**src/sv/skt_pkg.sv**
```systemverilog
package skt_pkg;

    // Build size of the table and width of a stored key.
    localparam int CAPACITY = 64;
    localparam int KEY_BITS = 32;

    // Widths that follow from the build size, and the width of the capacity limit.
    localparam int POS_W   = $clog2(CAPACITY);
    localparam int CNT_W   = $clog2(CAPACITY + 1);
    localparam int LIMIT_W = 7;
    localparam int CMP_W   = (CNT_W > LIMIT_W) ? CNT_W : LIMIT_W;

    // Port widths fixed by the interface.
    localparam int CMD_W    = 3;
    localparam int KEY_W    = 32;
    localparam int STATUS_W = 2;
    localparam int POS_OUT_W = 6;
    localparam int TOTAL_W  = 7;
    localparam int CFG_IDX_W = 4;
    localparam int CFG_DATA_W = 7;

    // Command codes.
    localparam logic [CMD_W-1:0] CMD_LOOKUP    = 3'd0;
    localparam logic [CMD_W-1:0] CMD_INSERT    = 3'd1;
    localparam logic [CMD_W-1:0] CMD_REMOVE    = 3'd2;
    localparam logic [CMD_W-1:0] CMD_SUCCESSOR = 3'd3;
    localparam logic [CMD_W-1:0] CMD_FIRST     = 3'd4;

    // Status codes.
    localparam logic [STATUS_W-1:0] ST_DONE     = 2'd0;
    localparam logic [STATUS_W-1:0] ST_INSERTED = 2'd1;
    localparam logic [STATUS_W-1:0] ST_ABSENT   = 2'd2;
    localparam logic [STATUS_W-1:0] ST_REFUSED  = 2'd3;

    // Configuration register indexes.
    localparam logic [CFG_IDX_W-1:0] REG_STORE_ENABLED  = 4'd0;
    localparam logic [CFG_IDX_W-1:0] REG_CAPACITY_LIMIT = 4'd1;

    typedef logic [KEY_BITS-1:0] key_t;
    typedef logic [POS_W-1:0]    pos_t;
    typedef logic [CNT_W-1:0]    cnt_t;

    // Shift command broadcast to every cell.
    typedef struct packed {
        logic shift_up;
        logic shift_down;
    } cell_op_t;

    // Compare flags that each cell registers against the search key.
    typedef struct packed {
        logic lt;
        logic le;
        logic hit;
    } cell_flags_t;

endpackage

```
**src/sv/skt_cell.sv**
```systemverilog
module skt_cell (
    input  logic                clk,
    input  logic                rst_n,
    input  skt_pkg::key_t       search_key,
    input  skt_pkg::cell_op_t   op,
    input  skt_pkg::key_t       left_key,
    input  logic                left_occ,
    input  logic                left_lt,
    input  logic                left_le,
    input  skt_pkg::key_t       right_key,
    input  logic                right_occ,
    output skt_pkg::key_t       slot_key,
    output logic                occ,
    output skt_pkg::cell_flags_t flags,
    output logic                ins_sel,
    output logic                succ_sel
);
    import skt_pkg::*;

    key_t        key_reg;
    key_t        key_next;
    logic        occ_reg;
    logic        occ_next;
    cell_flags_t flags_reg;
    cell_flags_t flags_next;

    // Compare the stored key with the broadcast search key every cycle.
    always_comb
    begin
        flags_next.lt  = occ_reg && (key_reg < search_key);
        flags_next.le  = occ_reg && (key_reg <= search_key);
        flags_next.hit = occ_reg && (key_reg == search_key);
    end

    // This cell is the first one not below the key: the insert or match slot.
    assign ins_sel  = !flags_reg.lt && left_lt;
    // This cell is the first occupied one above the key.
    assign succ_sel = occ_reg && !flags_reg.le && left_le;

    // Cells below the boundary keep their entry; the rest shift by one place.
    always_comb
    begin
        key_next = key_reg;
        occ_next = occ_reg;
        if (op.shift_up && !flags_reg.lt)
        begin
            if (left_lt)
            begin
                key_next = search_key;
                occ_next = 1'b1;
            end
            else
            begin
                key_next = left_key;
                occ_next = left_occ;
            end
        end
        else if (op.shift_down && !flags_reg.lt)
        begin
            key_next = right_key;
            occ_next = right_occ;
        end
    end

    always_ff @(posedge clk or negedge rst_n)
    begin
        if (!rst_n)
        begin
            occ_reg   <= 1'b0;
            flags_reg <= '0;
        end
        else
        begin
            occ_reg   <= occ_next;
            flags_reg <= flags_next;
        end
    end

    // The key itself needs no reset: an unoccupied slot is never reported.
    always_ff @(posedge clk)
    begin
        key_reg <= key_next;
    end

    assign slot_key = key_reg;
    assign occ      = occ_reg;
    assign flags    = flags_reg;

endmodule

```
**config.mk**
```make
export PLATFORM = sky130hd
export DESIGN_NAME = skt_cell
export DESIGN_NICKNAME = d
export VERILOG_FILES = /design/src/sv/skt_pkg.sv /design/src/sv/skt_cell.sv
export SDC_FILE = /design/constraint.sdc
export NUM_CORES = 1
export LEC_CHECK = 0
export BUFFER_PORTS_ARGS = -buffer_cell sky130_fd_sc_hd__buf_2
export CAP_MARGIN = 10
export CORE_ASPECT_RATIO = 1.75
export CORE_MARGIN = 2
export CORE_UTILIZATION = 40
export CTS_CLUSTER_DIAMETER = 50
export DETAILED_ROUTE_END_ITERATION = 8
export PLACE_DENSITY = 0.78
export SETUP_SLACK_MARGIN = 0.02
export SLEW_MARGIN = 10
export SYNTH_ARGS = -nofsm -noshare
export SYNTH_HDL_FRONTEND = slang
export SYNTH_SLANG_ARGS = --single-unit
```
**constraint.sdc**
```tcl
create_clock -name clk -period 3.3 [get_ports clk]
set_input_delay 0.99 -clock clk [delete_from_list [all_inputs] [get_ports clk]]
set_output_delay 0.99 -clock clk [all_outputs]
set_load 0.01 [all_outputs]
```
# Word level (Yosys, flattened, before mapping)
# Index checks and enable logic that the tools add are counted.
# totals
ff_bits	36
input_bits	104
# op_classes
order_cmp	2
eq_ne	1
mux	6
n_reduce_logical	11
# op_table
cell	n
$mux 32	3
$eq 32x32->1	1
$le 32x32->1	1
$lt 32x32->1	1
$logic_and 1x1->1	8
$mux 1	3
$logic_not 1->1	2
$reduce_bool 2->1	1

# Logic depth before layout (Yosys ltp)
# Gate-level depths: netlist (run 1).
# logic_depth
word_depth	4
mapped_depth	7
depth_no_buf	7

# Worst setup path before layout (run 1)
# OpenSTA, ideal clock, no wires.
# synth_timing
path_type	input -> register
startpoint	in op[1] (netlist bit)
endpoint	reg occ_reg (netlist: occ)
setup_ps	95
arrival_time_ps	2904
required_ps	3205
path_slack_ps	302
cell_stages	4
n_path_buf	0
cell_sequence	nor2_1 -> nor2_1 -> o311ai_0 -> o21ai_0
# synth_between
elab_chain_len	2
word_cells_on_any_way	3
cone_classes	1 x mux; 2 x reduce/logical
# synth_lines
element	line_no	text
start: declaration	skt_cell.sv:5	input skt_pkg::cell_op_t op,
$logic_and 1x1->1 *	skt_cell.sv:45	if (op.shift_up && !flags_reg.lt)
$mux 1 / $reduce_bool 2->1 (equally long branches)	--	
end signal: assignment	skt_cell.sv:74	occ_reg <= occ_next;
end: declaration	skt_cell.sv:22	logic occ_reg;
# Every way passes the cells marked *; elsewhere a longest branch is shown, timed or not.
# A chain may end at the register's enable or synchronous reset.

==> metrics, run 1 <==
Setup CP Type in -> reg; Max clock buf depth 2; fin area 3480 µm²; Seq pwr share 39.5%; CTS root buffer clkbuf_8; minimum hold slack 495 ps; die width 64.7 µm; Synth area leader edfxtp_1; Worst Setup Start Kind primary input; r2r startpoint slot_key[18]; register area share after synthesis 41.2%; R2R Setup Slk 1200 ps; Internal Power 1.28 mW; latest clock arrival within the worst-skew pair 280 ps; largest net degree at the start of global routing 45; clock skew 6.27 ps; Resize count post-CTS 0; Post-synth EDFFs 32; 1st-iter DRT viols 62; fmax 0.392 GHz; Num CTS Buffers 5; drt wl/cell 13.8 µm; CTS tree yes; die area 7120 µm²; reg2reg path depth 6; CP max FO 2; Final min period 2550 ps; most frequent cell after synthesis nand2_1; gpl congestion 0.776; Antenna Cells 0; GRT Total Usage 19.3%; crit end category flop; ys flop type edfxtp_1; Setup WS pre-CTS 465 ps; Sw Share 36.0%; CP max-delay cell a221o_1; CTS Hold Bufs 0; NetSw 0.720 mW; Top Ports 142; Via density 4.95; Commonest cells post-synth 38 x nand2_1, 34 x o21ai_0, 33 x inv_1; DRT Pass-1 Iters 4; Area growth, synth to finish 35.0%; final hold vios 0; synth top area cells edfxtp_1 37%, ha_1 16%, mux2i_1 12%, o21ai_0 6.6%, nand2_1 5.5%; outcome complete, no violations; final setup fails 0; RSZ-0062 raised after global routing false; vias in the first global route 2424; Synth top area share 37.3%; FF-to-FF End flags[1]; Worst VDD drop 379 µV; global route overflow 0; Tcrit/Tclk final 77.2%; Pleak 1.88 nW; Port Buffers 141; Critical Path RT 3500 ps; Comb pwr share 41.7%; Yosys cell types 30; CP cell instances buf_2 > inv_1 > ha_1 > a21o_1 > a221o_1 > a221o_1 > a211o_1 > o21bai_1; final setup margin 752 ps; crit path DAT 2750 ps; clk slew on worst S/H paths 70 ps; remaining antenna violation count after routing 0; Synth Register Bits 36; CP max stage delay 340 ps; via count 2399; clock network power share 18.9%; synthesis warning total 0; Least-Margin Pin Slew 565 ps; Slew HR 62.3%; post-synthesis area per instance 9.76 µm²; first-pass GRT wire length 10600 µm; H-tree levels 2; count of nets after finishing 540; Critical Path Source search_key[18]; # Max-Cap Violations 0; Sink Count 36; setup_tns 0 ps; die height 110 µm; # Post-CTS Setup Buffers 0; Cell Area, Synth 2580 µm²; PwrDens 576 nW/µm²; syn nets 400; post-synthesis async set-or-reset flop share 11.1%; # rows 38; Post-DP Area 3370 µm²; Routed WL 6720 µm; Gate Count Post-Synth 264; layout cell share with drive strength beyond 1 38.5%; max-slew violations 0; initial antenna violation count 0; most frequent CP cell a221o_1; core area 6230 µm²; worst hold path type in -> async; HPWL after DPL 5480 µm; DRC 0; max FFs per register 32; starting density of the core 41.4%
power groups by stage:
stage	Sequential (mW)	Clock [mW]	Combinational, mW
finish	0.791	0.378	0.835
global route	0.811	0.410	0.945
CTS	0.794	0.392	0.851
detailed placement	0.802	0	0.847
global placement	0.796	0	0.819
floorplan	0.863	0	0.416
stage by stage:
| step | utilization (%) | std cells | total power, mW |
|---|---|---|---|
| 3_3_place_gp | 54.1 | 477 | 1.61 |
| 6_report | 55.8 | 485 | 2.00 |
| 2_1_floorplan | - | 264 | 1.28 |
| 3_5_place_dp | 54.1 | 477 | 1.65 |
| 5_1_grt | 55.8 | 485 | 2.17 |
| 4_1_cts | 55.8 | 485 | 2.04 |
placed cells by master (no fill, tap or decap), types with 2 or more instances in the layout:
cell      count
dfrtp_1       4
nor2b_1       2
clkbuf_8      5
inv_1        33
a21o_1        4
a221o_1       2
edfxtp_1     32
a21oi_1       9
o21bai_1      2
a211o_1       2
nor2_1        5
buf_4         3
mux2i_1      32
nand2_1      38
buf_2       141
o21ai_0      34
nand4_1       5
nand3_1       3
ha_1         32
worst max path at each step:
stage | end | slack, ps
after CTS | flags[1] | 770
after floorplan | occ | 300
final | flags[1] | 750
after global routing | flags[1] | 680
after global placement | flags[1] | 540
after detailed placement | flags[1] | 470
layer usage:
metal	routed length, µm	share of wire, %	global-route usage, %	up-vias
met5	0	0	0	-
met4	129	1.9	6.99	0
met3	250	3.7	2.03	10
met2	3930	59	40.1	77
met1	2400	36	18.9	1092
li1	-	-	-	1220
area by class of cell:
class | instances | area, µm²
sequential | 36 | 1060
clock inverter | 2 | 35.0
fill | 585 | 2750
tap | 80 | 100
clock buffer | 6 | 72.6
timing repair buffer | 144 | 728
inverter | 33 | 124
multi-input combinational | 184 | 1360
critical path: cells and delay by family:
family	cells	cell delay, ps
buf+inv	2	130
fa+ha+maj	1	290
compound gates	5	1330
cells by family after synthesis:
kind of cell             share of synthesized area (%)
adder cells (fa/ha/maj)                           15.5
flip-flops                                        41.2
multiplexers                                      12.4
AO/OA/AOI/OAI                                     13.4
buffers and inverters                             6.56
AND/OR/NAND/NOR                                   10.9
(Power assumes the default switching activity.)
==> inputs of run 2 (changes only) <==
--- a/config.mk
+++ b/config.mk
@@ -12,7 +12,7 @@
 export CORE_UTILIZATION = 40
 export CTS_CLUSTER_DIAMETER = 50
 export DETAILED_ROUTE_END_ITERATION = 8
-export PLACE_DENSITY = 0.78
+export PLACE_DENSITY = 0.81
 export SETUP_SLACK_MARGIN = 0.02
 export SLEW_MARGIN = 10
 export SYNTH_ARGS = -nofsm -noshare
==> constraint.sdc (replaced) <==
create_clock -name clk -period 2.3 [get_ports clk]
set_input_delay 0.69 -clock clk [delete_from_list [all_inputs] [get_ports clk]]
set_output_delay 0.69 -clock clk [all_outputs]
set_load 0.01 [all_outputs]
==> metrics, run 2 (synthesis gave the netlist of run 1 again) <==
Resize count post-CTS 0 (unchanged); via count 2427 (was 2399); Critical Path Source search_key[18] (unchanged); fmax 0.455 GHz; remaining antenna violation count after routing 0 (unchanged); largest net degree at the start of global routing 67 (was 45); max FFs per register 32 (unchanged); PwrDens 815 nW/µm² (was 576 nW/µm²); Port Buffers 141 (unchanged); global route overflow 0 (unchanged); # Max-Cap Violations 0 (unchanged); r2r startpoint slot_key[18] (unchanged); initial antenna violation count 0 (unchanged); Max clock buf depth 2 (unchanged); final hold vios 0 (unchanged); outcome complete, no violations (unchanged); HPWL after DPL 5470 µm (was 5480 µm); final setup fails 0 (unchanged); R2R Setup Slk 240 ps (was 1200 ps); CTS root buffer clkbuf_8 (unchanged); Routed WL 6630 µm (was 6720 µm); 1st-iter DRT viols 94 (was 62); vias in the first global route 2470 (was 2424); layout cell share with drive strength beyond 1 39.6% (was 38.5%); die height 110 µm (unchanged); commonest non-fill, non-tap cells in the layout 141 x buf_2, 38 x nand2_1, 34 x o21ai_0 (unchanged); CTS tree yes (unchanged); clk slew on worst S/H paths 70 ps (about the same); Final min period 2200 ps; first-pass GRT wire length 10300 µm (was 10600 µm); DRC 0 (unchanged); Num CTS Buffers 5 (unchanged); # rows 38 (unchanged); crit path DAT 2400 ps (was 2750 ps); dpl cells 484 (was 477); Worst Setup Start Kind primary input (unchanged); RSZ-0062 raised after global routing false (unchanged); Sink Count 36 (unchanged); max-slew violations 0 (unchanged); Via density 4.93 (was 4.95); H-tree levels 2 (unchanged); CP max FO 2 (unchanged); die area 7120 µm² (unchanged); worst hold path type in -> async (unchanged); Critical Path RT 2500 ps (was 3500 ps); GRT Total Usage 18.7% (was 19.3%); CTS Hold Bufs 0 (unchanged); final setup margin 104 ps (was 752 ps); crit end category flop (unchanged); Setup WS pre-CTS -186 ps (was 465 ps); most common cell after layout, fill and taps aside buf_2 (unchanged); Least-Margin Pin Slew 436 ps (was 565 ps); DRT Pass-1 Iters 4 (unchanged); Antenna Cells 0 (unchanged); Slew HR 70.9% (was 62.3%); filler instances 592 (was 585); fin cells 492 (was 485); Worst VDD drop 539 µV (was 379 µV); starting density of the core 41.4% (unchanged); clock skew 7.97 ps (was 6.27 ps); core area 6230 µm² (unchanged); latest clock arrival within the worst-skew pair 280 ps (about the same); Area growth, synth to finish 37.7% (was 35.0%); drt wl/cell 13.5 µm (was 13.8 µm); Setup CP Type in -> reg (unchanged); gpl congestion 0.810 (was 0.776); die width 64.7 µm (unchanged); Tcrit/Tclk final 95.5%; count of nets after finishing 547 (was 540); # Post-CTS Setup Buffers 0 (unchanged); Top Ports 142 (unchanged); Pleak 1.92 nW (was 1.88 nW)
==> run 2: changes by cell type in the layout (fill, tap and decap cells not counted) <==
cell	delta
buf_12	+2
buf_4	+5
bufinv_16	-1
clkbuf_8	+2
clkinv_2	-1
==> run 2: where the power goes <==
group / internal (mW) / total, mW / leakage [nW] / switching (mW)
registers: 1.01 / 1.13 / 0.370 / 0.123
logic: 0.567 / 1.27 / 1.49 / 0.704
clock network: 0.273 / 0.489 / 0.0515 / 0.216
total: 1.85 / 2.89 / 1.92 / 1.04
==> run 2: metal layers <==
layer / up-vias / global-route usage [%] / routed length [µm] / share of wire [%]
met5: - / 0 / 0 / 0
met4: 0 / 7.60 / 133 / 2.0
met3: 11 / 2.44 / 234 / 3.5
met2: 79 / 38.5 / 3870 / 58
met1: 1105 / 18.0 / 2390 / 36
li1: 1232 / - / - / -
==> run 2: worst paths after layout <==
path                            end  depth (start not counted)
max                        flags[1]                          8
min                        flags[1]                          1
max reg2reg                flags[1]                          6
min reg2reg                flags[0]                          2
max in group asynchronous  flags[0]                          1
min in group clk           flags[0]                          2
==> run 2: layout make-up <==
type	count	area [µm²]	area share [%]
inverter	33	124	3.49
clock buffer	8	100	2.82
timing repair buffer	151	806	22.7
sequential	36	1060	29.9
multi-input combinational	184	1360	38.2
tap	80	100	2.82
==> run 2: through the flow <==
step	hold slack [ps]	power, mW	area [µm²]	TNS [ps]	util, %
final	207	2.89	3550	0	57.0
after global routing	203	3.11	3550	0	57.0
after CTS	198	2.92	3550	0	57.0
after detailed placement	502	2.43	3450	-343	55.3
after global placement	499	2.37	3450	-293	55.3
after floorplan	394	1.83	2580	0	-
==> run 2: critical path: stages <==
cell	delay (ps)
buf_2	90
inv_1	40
ha_1	290
a21o_1	180
a221o_1	350
a221o_1	300
a211o_1	330
o21bai_1	140
